[src/hw/rtl/bmd_pkg.sv]
// Shared types and constants of the backend message deframer.
`default_nettype none

package bmd_pkg;

    // Message tags
    localparam logic [7:0] TAG_AUTH  = 8'h52;  // 'R'
    localparam logic [7:0] TAG_ERROR = 8'h45;  // 'E'
    localparam logic [7:0] TAG_READY = 8'h5A;  // 'Z'

    // Authentication subcodes
    localparam logic [31:0] SUB_OK    = 32'd0;
    localparam logic [31:0] SUB_CLEAR = 32'd3;
    localparam logic [31:0] SUB_MD5   = 32'd5;
    localparam logic [31:0] SUB_SASL  = 32'd10;
    localparam logic [31:0] SUB_CONT  = 32'd11;
    localparam logic [31:0] SUB_FINAL = 32'd12;

    // Message classes
    localparam logic [3:0] CL_OK     = 4'd0;
    localparam logic [3:0] CL_CLEAR  = 4'd1;
    localparam logic [3:0] CL_MD5    = 4'd2;
    localparam logic [3:0] CL_SASL   = 4'd3;
    localparam logic [3:0] CL_CONT   = 4'd4;
    localparam logic [3:0] CL_FINAL  = 4'd5;
    localparam logic [3:0] CL_UNSUP  = 4'd6;
    localparam logic [3:0] CL_BADMD5 = 4'd7;
    localparam logic [3:0] CL_ERR    = 4'd8;
    localparam logic [3:0] CL_READY  = 4'd9;
    localparam logic [3:0] CL_SKIP   = 4'd10;
    localparam logic [3:0] CL_BADLEN = 4'd11;

    typedef struct packed {
        logic [7:0]  tag;
        logic [31:0] code;
        logic        long8;
    } cls_req_t;

    typedef struct packed {
        logic [3:0] msg_class;
        logic       halt;
    } cls_res_t;

endpackage

`default_nettype wire

[src/hw/rtl/bmd_classify.sv]
// Message classifier: maps tag, subcode and body size to a class and halt flag.
`default_nettype none

module bmd_classify
    import bmd_pkg::*;
(
    input  cls_req_t req,
    output cls_res_t res
);

    always_comb
    begin
        res.msg_class = CL_SKIP;
        res.halt      = 1'b0;
        unique case (req.tag)
            TAG_AUTH:
            begin
                unique case (req.code)
                    SUB_OK:    res.msg_class = CL_OK;
                    SUB_CLEAR: res.msg_class = CL_CLEAR;
                    SUB_MD5:
                    begin
                        if (req.long8)
                        begin
                            res.msg_class = CL_MD5;
                        end
                        else
                        begin
                            res.msg_class = CL_BADMD5;
                            res.halt      = 1'b1;
                        end
                    end
                    SUB_SASL:  res.msg_class = CL_SASL;
                    SUB_CONT:  res.msg_class = CL_CONT;
                    SUB_FINAL: res.msg_class = CL_FINAL;
                    default:
                    begin
                        res.msg_class = CL_UNSUP;
                        res.halt      = 1'b1;
                    end
                endcase
            end
            TAG_ERROR:
            begin
                res.msg_class = CL_ERR;
                res.halt      = 1'b1;
            end
            TAG_READY:
            begin
                res.msg_class = CL_READY;
                res.halt      = 1'b1;
            end
            default:
            begin
                res.msg_class = CL_SKIP;
            end
        endcase
    end

endmodule

`default_nettype wire

[src/hw/rtl/backend_message_deframer_core.sv]
// Top level of the backend message deframer: byte framing, body pass-through, classing.
//
//  channel | dir | handshake         | content
//  s_*     | in  | s_tvalid/s_tready | one received byte per item
//  m_*     | out | m_tvalid/m_tready | body byte and/or message class, tlast on message end
//
// One byte is taken per cycle while s_tready is high; its result lands in the output register the next cycle.
// The output register frees s_tready whenever it is empty or being drained.
// Reset returns the framer to expecting a tag byte and empties the output register.
// After a halting message every byte is accepted and dropped until reset.
`default_nettype none

module backend_message_deframer_core
    import bmd_pkg::*;
(
    input  wire logic         clk,
    input  wire logic         rst_n,
    input  wire logic         s_tvalid,
    output logic              s_tready,
    input  wire logic [7:0]   s_tdata,   // [7:0] rx_byte
    output logic              m_tvalid,
    input  wire logic         m_tready,
    // [7:0] body_data, [15:8] msg_tag, [46:16] body_length, [78:47] auth_code,
    // [110:79] md5_salt, [111] halted
    output logic [111:0]      m_tdata,
    // [0] body_valid, [4:1] msg_class
    output logic [4:0]        m_tuser,
    output logic              m_tlast    // last_of_msg
);

    typedef enum logic [1:0] {
        PH_TAG  = 2'd0,
        PH_LEN  = 2'd1,
        PH_BODY = 2'd2
    } phase_t;

    phase_t        phase_reg,    phase_next;
    logic [7:0]    tag_reg,      tag_next;
    logic [23:0]   len_reg,      len_next;
    logic [1:0]    len_cnt_reg,  len_cnt_next;
    logic [30:0]   blen_reg,     blen_next;
    logic [30:0]   remain_reg,   remain_next;
    logic [3:0]    idx_reg,      idx_next;
    logic [31:0]   sub_reg,      sub_next;
    logic [31:0]   salt_reg,     salt_next;
    logic          stopped_reg,  stopped_next;
    logic          ovalid_reg,   ovalid_next;
    logic [111:0]  odata_reg,    odata_next;
    logic [4:0]    ouser_reg,    ouser_next;
    logic          olast_reg,    olast_next;

    logic          accept;
    logic [31:0]   full_len;
    logic [30:0]   blen_calc;
    logic          len_bad;
    logic          len_empty;
    logic          blen_ge4;
    logic          blen_ge8;
    cls_req_t      creq;
    cls_res_t      cres;

    assign s_tready = !ovalid_reg || m_tready;
    assign accept   = s_tvalid && s_tready;
    assign m_tvalid = ovalid_reg;
    assign m_tdata  = odata_reg;
    assign m_tuser  = ouser_reg;
    assign m_tlast  = olast_reg;

    assign full_len  = {len_reg, s_tdata};
    assign len_bad   = full_len[31] || (full_len[30:2] == 29'd0);
    assign len_empty = (full_len == 32'd4);
    assign blen_calc = full_len[30:0] - 31'd4;
    assign blen_ge4  = (blen_reg[30:2] != 29'd0);
    assign blen_ge8  = (blen_reg[30:3] != 28'd0);

    // Shift subcode and salt on the first eight body bytes
    always_comb
    begin
        sub_next  = sub_reg;
        salt_next = salt_reg;
        if (idx_reg < 4'd4)
        begin
            sub_next = {sub_reg[23:0], s_tdata};
        end
        else if (idx_reg < 4'd8)
        begin
            salt_next = {salt_reg[23:0], s_tdata};
        end
    end

    always_comb
    begin
        creq.tag   = tag_reg;
        creq.code  = (phase_reg == PH_BODY && blen_ge4) ? sub_next : 32'hFFFF_FFFF;
        creq.long8 = (phase_reg == PH_BODY) && blen_ge8;
    end

    bmd_classify u_classify (
        .req (creq),
        .res (cres)
    );

    always_comb
    begin
        phase_next   = phase_reg;
        tag_next     = tag_reg;
        len_next     = len_reg;
        len_cnt_next = len_cnt_reg;
        blen_next    = blen_reg;
        remain_next  = remain_reg;
        idx_next     = idx_reg;
        stopped_next = stopped_reg;
        ovalid_next  = ovalid_reg && !m_tready;
        odata_next   = odata_reg;
        ouser_next   = ouser_reg;
        olast_next   = olast_reg;

        if (accept && !stopped_reg)
        begin
            unique case (phase_reg)
                PH_LEN:
                begin
                    len_next     = full_len[23:0];
                    len_cnt_next = len_cnt_reg + 2'd1;
                    if (len_cnt_reg == 2'd3)
                    begin
                        if (len_bad)
                        begin
                            ovalid_next  = 1'b1;
                            odata_next   = {1'b1, 32'd0, 32'hFFFF_FFFF, 31'd0, tag_reg, 8'd0};
                            ouser_next   = {CL_BADLEN, 1'b0};
                            olast_next   = 1'b1;
                            stopped_next = 1'b1;
                            phase_next   = PH_TAG;
                        end
                        else if (len_empty)
                        begin
                            ovalid_next  = 1'b1;
                            odata_next   = {cres.halt, 32'd0, creq.code, 31'd0, tag_reg, 8'd0};
                            ouser_next   = {cres.msg_class, 1'b0};
                            olast_next   = 1'b1;
                            stopped_next = cres.halt;
                            phase_next   = PH_TAG;
                        end
                        else
                        begin
                            blen_next   = blen_calc;
                            remain_next = blen_calc;
                            phase_next  = PH_BODY;
                        end
                    end
                end
                PH_BODY:
                begin
                    remain_next = remain_reg - 31'd1;
                    if (idx_reg < 4'd8)
                    begin
                        idx_next = idx_reg + 4'd1;
                    end
                    ovalid_next = 1'b1;
                    if (remain_reg == 31'd1)
                    begin
                        odata_next   = {cres.halt, (blen_ge8 ? salt_next : 32'd0), creq.code,
                                        blen_reg, tag_reg, s_tdata};
                        ouser_next   = {cres.msg_class, 1'b1};
                        olast_next   = 1'b1;
                        stopped_next = cres.halt;
                        phase_next   = PH_TAG;
                    end
                    else
                    begin
                        odata_next = {1'b0, 32'd0, 32'd0, blen_reg, tag_reg, s_tdata};
                        ouser_next = {CL_OK, 1'b1};
                        olast_next = 1'b0;
                    end
                end
                default:
                begin
                    // Tag byte: open a new message
                    tag_next     = s_tdata;
                    len_next     = 24'd0;
                    len_cnt_next = 2'd0;
                    remain_next  = 31'd0;
                    idx_next     = 4'd0;
                    phase_next   = PH_LEN;
                end
            endcase
        end
    end

    always_ff @(posedge clk or negedge rst_n)
    begin
        if (!rst_n)
        begin
            phase_reg   <= PH_TAG;
            tag_reg     <= 8'd0;
            len_reg     <= 24'd0;
            len_cnt_reg <= 2'd0;
            blen_reg    <= 31'd0;
            remain_reg  <= 31'd0;
            idx_reg     <= 4'd0;
            sub_reg     <= 32'd0;
            salt_reg    <= 32'd0;
            stopped_reg <= 1'b0;
            ovalid_reg  <= 1'b0;
            odata_reg   <= 112'd0;
            ouser_reg   <= 5'd0;
            olast_reg   <= 1'b0;
        end
        else
        begin
            phase_reg   <= phase_next;
            tag_reg     <= tag_next;
            len_reg     <= len_next;
            len_cnt_reg <= len_cnt_next;
            blen_reg    <= blen_next;
            remain_reg  <= remain_next;
            idx_reg     <= idx_next;
            stopped_reg <= stopped_next;
            ovalid_reg  <= ovalid_next;
            odata_reg   <= odata_next;
            ouser_reg   <= ouser_next;
            olast_reg   <= olast_next;
            if (accept && !stopped_reg)
            begin
                if (phase_reg == PH_BODY)
                begin
                    sub_reg  <= sub_next;
                    salt_reg <= salt_next;
                end
                else if (phase_reg != PH_LEN)
                begin
                    sub_reg  <= 32'd0;
                    salt_reg <= 32'd0;
                end
            end
        end
    end

endmodule

`default_nettype wire

[config.mk]
export PLATFORM = sky130hd
export DESIGN_NAME = backend_message_deframer_core
export DESIGN_NICKNAME = d
export VERILOG_FILES = /design/src/hw/rtl/bmd_pkg.sv /design/src/hw/rtl/bmd_classify.sv /design/src/hw/rtl/backend_message_deframer_core.sv
export SDC_FILE = /design/constraint.sdc
export NUM_CORES = 1
export LEC_CHECK = 0
export BUFFER_PORTS_ARGS = -buffer_cell sky130_fd_sc_hd__buf_2
export CORE_MARGIN = 4
export CORE_UTILIZATION = 53
export DETAILED_ROUTE_END_ITERATION = 16
export GPL_TIMING_DRIVEN = 0
export PLACE_DENSITY = 0.81
export SLEW_MARGIN = 5
export SYNTH_ARGS = -nofsm -noshare
export SYNTH_HDL_FRONTEND = slang
export SYNTH_SLANG_ARGS = --single-unit
[constraint.sdc]
create_clock -name clk -period 5.1 [get_ports clk]
set_clock_uncertainty 0.1 [all_clocks]
set_input_delay 0.51 -clock clk [delete_from_list [all_inputs] [get_ports clk]]
set_output_delay 0.51 -clock clk [all_outputs]
set_load 0.03 [all_outputs]
-- Yosys cells after proc, flatten, opt, wreduce, memory -nomap -nowiden
Index checks and enable logic that the tools add are counted.
- word-level logic and storage cells: 125
- register bits after elaboration: 286
- bits of input ports: 12
- output and inout bits: 120
- $lt $le $gt $ge: 2
- add/subtract/negate cells: 4
- equal/unequal tests: 20
- bitwise logic cells: 5
- multiplexer cells: 52
- reductions and logical operators: 28
- operators with widths (operator ; count):
    112-bit two-way mux ; 4
    32-bit two-way mux ; 8
    112-bit one-hot mux with 2 select lines ; 1
    32-bit by 4-bit equality test with 1-bit output (second input constant) ; 3
    31-bit two-way mux ; 3
    32-bit by 3-bit equality test with 1-bit output (second input constant) ; 2
    31-bit one-hot mux with 2 select lines ; 1
    24-bit one-hot mux with 2 select lines ; 1
    32-bit by 2-bit equality test with 1-bit output (second input constant) ; 1
    32-bit logical NOT ; 1
    31-bit by 1-bit equality test with 1-bit output (second input constant) ; 1
    31-bit by 1-bit subtractor with 31-bit output (second input constant) ; 1
    31-bit by 3-bit subtractor with 31-bit output (second input constant) ; 1
    29-bit logical NOT ; 1
    29-bit nonzero test ; 1
    28-bit nonzero test ; 1
    8-bit by 7-bit equality test with 1-bit output (second input constant) ; 3
    4-bit one-hot mux with 6 select lines ; 1
    5-bit two-way mux ; 4
    1-bit two-way mux ; 13
    4-bit one-hot mux with 3 select lines ; 1
    1-bit one-hot mux with 2 select lines ; 5
    5-bit one-hot mux with 2 select lines ; 1
    5-bit AND reduction ; 2
    24 further kinds ; 50

-- Depth between registers and ports, before layout
- word-level depth: 11
- mapped depth: 12
- mapped depth without buffers: 8

-- Cells and area by module
Synthesis repeated with hierarchy kept, for this count alone.
- cells, all modules: 1517
- area total of the unflattened synthesis: 13988.4 um^2
- modules (own cells, without submodules) (module ; area an instance (um^2) ; instances ; cells each ; seq. area each (um^2)):
    backend_message_deframer_core ; 13700.6 ; 1 ; 1470 ; 7156.9
    bmd_classify ; 287.8 ; 1 ; 47 ; 0.0

-- Worst setup path before layout
No wires, ideal clock.
- path type: input to register
- start point: in s_tdata[2]
- end point: reg odata_reg[10], in the netlist m_tdata[10]
- required time: 4875 ps
- stages: 10
- setup time: 125 ps
- path buffers: 4
- arrival: 2719 ps
- path slack: 2156 ps
- cells stage by stage: clkbuf_1 inv_1 ha_1 clkbuf_1 a21o_1 a41oi_2 a21o_1 buf_6 clkbuf_1 mux2_2
- word-level cells in the longest chain between the ends: 5
- elaborated cells between the ends (all ways): 8
- classes of those cells: eq/ne (2); mux (3); reduce/logical (3)
- ends and longest elaborated chain (element ; RTL line ; text):
    from (decl) ; backend_message_deframer_core.sv:20 ; input wire logic [7:0] s_tdata,
    29-bit logical NOT ; backend_message_deframer_core.sv:70 ; assign len_bad = full_len[31] || (full_len[30:2] == 29'd0);
    1-bit logical OR ; backend_message_deframer_core.sv:70 ;
    112-bit two-way mux ; backend_message_deframer_core.sv:127 ; if (len_bad)
    112-bit two-way mux ; backend_message_deframer_core.sv:125 ; if (len_cnt_reg == 2'd3)
    112-bit one-hot mux with 2 select lines ; backend_message_deframer_core.sv:120 ; unique case (phase_reg)
    to (signal assigned) ; backend_message_deframer_core.sv:221 ; odata_reg <= odata_next;
    to (decl) ; backend_message_deframer_core.sv:48 ; logic [111:0] odata_reg, odata_next;
Several ways; a longest one is shown, not always the timed one. The select of a mux whose other input is x is not followed.
A chain may end at the register's enable or synchronous reset.

-- Worst setup path after layout
- start point: in s_tdata[2]
- end point: reg ouser_reg[0], in the netlist m_tuser[0]
- word-level cells in the longest chain between the ends: 5
- elaborated cells between the ends (all ways): 8
- classes of those cells: eq/ne (2); mux (3); reduce/logical (3)
- ends and longest elaborated chain (element ; RTL line ; text):
    29-bit logical NOT ; backend_message_deframer_core.sv:70 ;
    1-bit logical OR ; backend_message_deframer_core.sv:70 ;
    5-bit two-way mux ; backend_message_deframer_core.sv:127 ;
    5-bit two-way mux ; backend_message_deframer_core.sv:125 ;
    5-bit one-hot mux with 2 select lines ; backend_message_deframer_core.sv:120 ;
    to (signal assigned) ; backend_message_deframer_core.sv:222 ; ouser_reg <= ouser_next;
    to (decl) ; backend_message_deframer_core.sv:49 ; logic [4:0] ouser_reg, ouser_next;
Several ways; a longest one is shown, not always the timed one. The select of a mux whose other input is x is not followed.

==> flow_summary.yaml <==
setup_path:
  cp_max_stage_cell: "clkbuf_1"
  critical-path-top-cell-by-count: "clkbuf_1"
  crit_fanout: 10
  timing.critical_path.slowest_cell_delay_ns: 0.76
  cp.required_ns: 5.43
  timing.reg2reg.worst_path_depth: 11
  path_cells: "buf_2 > clkbuf_1 > inv_1 > ha_1 > clkbuf_1 > a21o_1 > a41oi_2 > a21o_1 > buf_6 > clkbuf_1 > clkbuf_1 > o21ai_0"
  rrSetupSlack_ns: 1.51
  timing.critical_path.arrival_ns: 4.57
  rr_startpoint: "phase_reg[1]"
  path_class: "input pin to register"
  critPathCaptureType: "register"
  critical_path.reg2reg.endpoint: "m_tuser[0]"
  critical_path.startpoint_type: "input pin"
global_routing:
  global_route.usage.met1_pct: 41.63
  first_pass_grt_wire_length_um: 65270
  grt_busiest_layer: "met2"
  grt_use_total_pct: 27.70
  met3_routing_resource_usage_after_global_routing_pct: 4.553
  maximum_number_of_pins_on_one_net_before_global_route_repair: 122
  global_route_track_usage_on_met2_pct: 42.04
  grt_overflow_total: 0
  initial_antenna_violation_count: 1
  first_global_vias: 11960
yosys:
  synth.net_count: 1493
  synth_area_leaders: "dfrtp_1 51%, nand2_1 8.4%, o21ai_0 7.7%"
  synth_enable_flop_cells: 0
  synth.largest_area_cell: "dfrtp_1"
  syn_area_per_cell_um2: 9.497
  post_synth_inst_count: 1473
  yosysTopAreaCellShare_pct: 51.16
  ys.flop_type: "dfrtp_1"
  synth.ff_latch_count: 286
  ys_async_sr_fraction_pct: 100.0
  mappedNetlistArea_mm2: 0.01399
  yosys_warnings: 0
  ys_seq_area_share_pct: 51.16
  post_synth_num_cell_types: 67
power_and_ir_drop:
  switching_fraction_pct: 21.89
  p_int_uw: 3612
  cellPowerDensity_mw_per_mm2: 287.1
  netSwitchingPower_uw: 1012
  power_frac_clock_pct: 48.7
  worst_ir_drop_vdd_v: 0.0003125
  post-layout-total-power_uw: 4625
  power.share.sequential_pct: 49.1
  combPwrFrac_pct: 2.3
  power.static_leakage_uw: 0.007674
finish:
  layout.core_utilization_pct: 61.99
  drive_above_1_share_pct: 17.62
  finish.net_count: 1652
  number_of_flip_flops_in_the_largest_register: 112
  diodes: 0
  area.growth.synth_to_final_pct: 15.14
  multiInputGateArea_mm2: 0.006290
  n_fill_cell: 2120
  register_area_mm2: 0.007157
clock_tree:
  cts_num_sinks: 286
  tritoncts: "yes"
  post_cts.repair.setup_buffers: 0
  cts_made_buffers: 29
  holdBufCountCts: 1
  clock-root-buffer: "clkbuf_16"
  clkLatencyLatePin_ns: 0.58
  clkSlewWorstSetupHoldPaths_ns: 0.06
  cts.repair.resized: 0
  clockBufferDepth: 3
  cts_htree_levels: 1
drt:
  route.detailed.drc: 0
  routed_wirelength_um: 41010
  drt-wirelength-per-cell_um: 20.64
  detail_route.iter0.violations: 1603
  route.vias.total: 12410
  drt_first_pass_iters: 5
  route.antenna.remaining_nets: 0
  average_vias_per_placed_instance: 6.248
floorplanning:
  die_w_um: 170.5
  floorplan.die.height_um: 170.5
  floorplan.initialDensity_pct: 53.84
  core_region_area_mm2: 0.02598
  die_area_mm2: 0.02906
  ioPinCount: 132
  rows: 59
hold_path:
  hold_class: "input pin to register"
  worstHoldEndpoint: "m_tvalid"
  timing.hold.worst.start: "s_tvalid"
  hold-path-cell-count: 3
sta:
  worst_slew_pin_slew_ns: 0.9828
  final.period_utilization_pct: 83.20
  max_freq_mhz: 235.7
  timing.final.hold_violations: 0
  rsz0062_at_grt: "no"
  setup_total_negative_slack_ns: 0
  final.hold.worst_slack_ns: 0.1687
  report.final.slew_viol_count: 0
  finalSetupViolCount: 0
  postLayoutSetupSlackWorst_ns: 0.8570
  post-route-min-period_ns: 4.243
  worst_slew_margin_rel_pct: 33.87
status:
  status: "complete, no violations"
placed_design:
  dp.final_hpwl_um: 29110
  globalplace.congestion: 0.9664
  minimum_setup_slack_after_placement_ns: 0.5363
  port-buffer-count: 125
run:
  drv_cap: 0
-- cells by family after synthesis --
kind of cell               count (synthesis)  synth area share (%)
and+or+nand+nor                          559                 18.69
AOI/OAI and AO/OA                        371                 16.83
adders and majority gates                  8                0.7155
DFF                                      286                 51.16
xor gates and xnor gates                  33                 2.066
muxes                                     83                 6.654
buffers and inverters                    133                 3.882
-- critical path, delay by kind of cell --
family / cells / cell delay [ns]
AOI/OAI and AO/OA: 4 / 1.01
adders and majority gates: 1 / 0.29
buffers and inverters: 7 / 2.73
-- stage by stage --
stage / area [µm²] / std cells
finish: 16110 / 1987
global route: 16110 / 1987
CTS: 16110 / 1987
detailed placement: 15100 / 1935
global placement: 15030 / 1933
floorplan: 13990 / 1473
-- power groups by stage --
stage | clock network (µW) | logic, µW | registers (µW)
floorplan | 0 | 31.2 | 2310
global placement | 0 | 97.2 | 2310
detailed placement | 0 | 104 | 2310
CTS | 2260 | 105 | 2270
global route | 2360 | 116 | 2270
finish | 2250 | 105 | 2270
-- cell usage in the layout (no fill, tap or decap), drive strengths merged, types with 4 or more instances in the layout --
cell type	instances
o21ai	218
ha	8
a2bb2oi	8
xnor2	20
dfrtp	286
nor3b	4
nand2	313
or4	14
a21oi	24
o211ai	7
nand3	46
nor3	28
o31ai	12
a31oi	7
and2	4
buf	146
mux2	80
xor2	13
o32a	5
a22o	22
a41oi	4
nor4	24
inv	17
o22ai	4
or2	8
nor2	53
nand4	11
clkbuf	137
o221ai	4
a32o	33
and3	22
or3	6
bufinv	4
nand2b	8
clkinv	5
-- area by class of cell --
| class | count | area share (%) |
|---|---|---|
| clock inverter | 13 | 1.173 |
| inverter | 15 | 0.3495 |
| buffer | 118 | 3.022 |
| timing repair buffer | 128 | 4.350 |
| tap | 335 | 2.602 |
| sequential | 286 | 44.43 |
| clock buffer | 38 | 5.026 |
| multi-input combinational | 1054 | 39.05 |
-- how the worst max path moves through the flow --
stage	cells past startpoint	slack, ns	end	startpoint
after floorplan	10	2.16	m_tdata[10]	s_tdata[2]
after global placement	1	-1.76	len_reg[20]	rst_n
after detailed placement	13	0.54	m_tdata[111]	s_tdata[2]
after CTS	12	1.02	m_tuser[0]	s_tdata[2]
after global routing	13	0.84	m_tdata[77]	s_tdata[2]
final	12	0.86	m_tuser[0]	s_tdata[2]
-- per-layer routing --
layer | vias up | share of wire, %
li1 | 5563 | -
met1 | 6117 | 43
met2 | 644 | 45
met3 | 88 | 9.1
met4 | 2 | 2.5
met5 | - | 0.029
-- synth_stat cells, types with 5 or more instances --
library cell	instances
nand2b_1	8
a21oi_1	24
mux2_2	80
or3_1	6
nor3_1	26
nand3_1	46
ha_1	8
or4_1	13
nand4_1	11
nand2_1	313
o211ai_1	7
nor2_1	53
buf_2	11
or2_2	8
a22o_1	22
clkbuf_1	99
a32o_1	33
dfrtp_1	286
a31oi_1	7
o31ai_1	12
o32a_1	5
o21ai_0	214
inv_1	15
nor4_1	21
and3_1	22
xnor2_1	20
xor2_1	13
a2bb2oi_1	8
(Power assumes the default switching activity.)
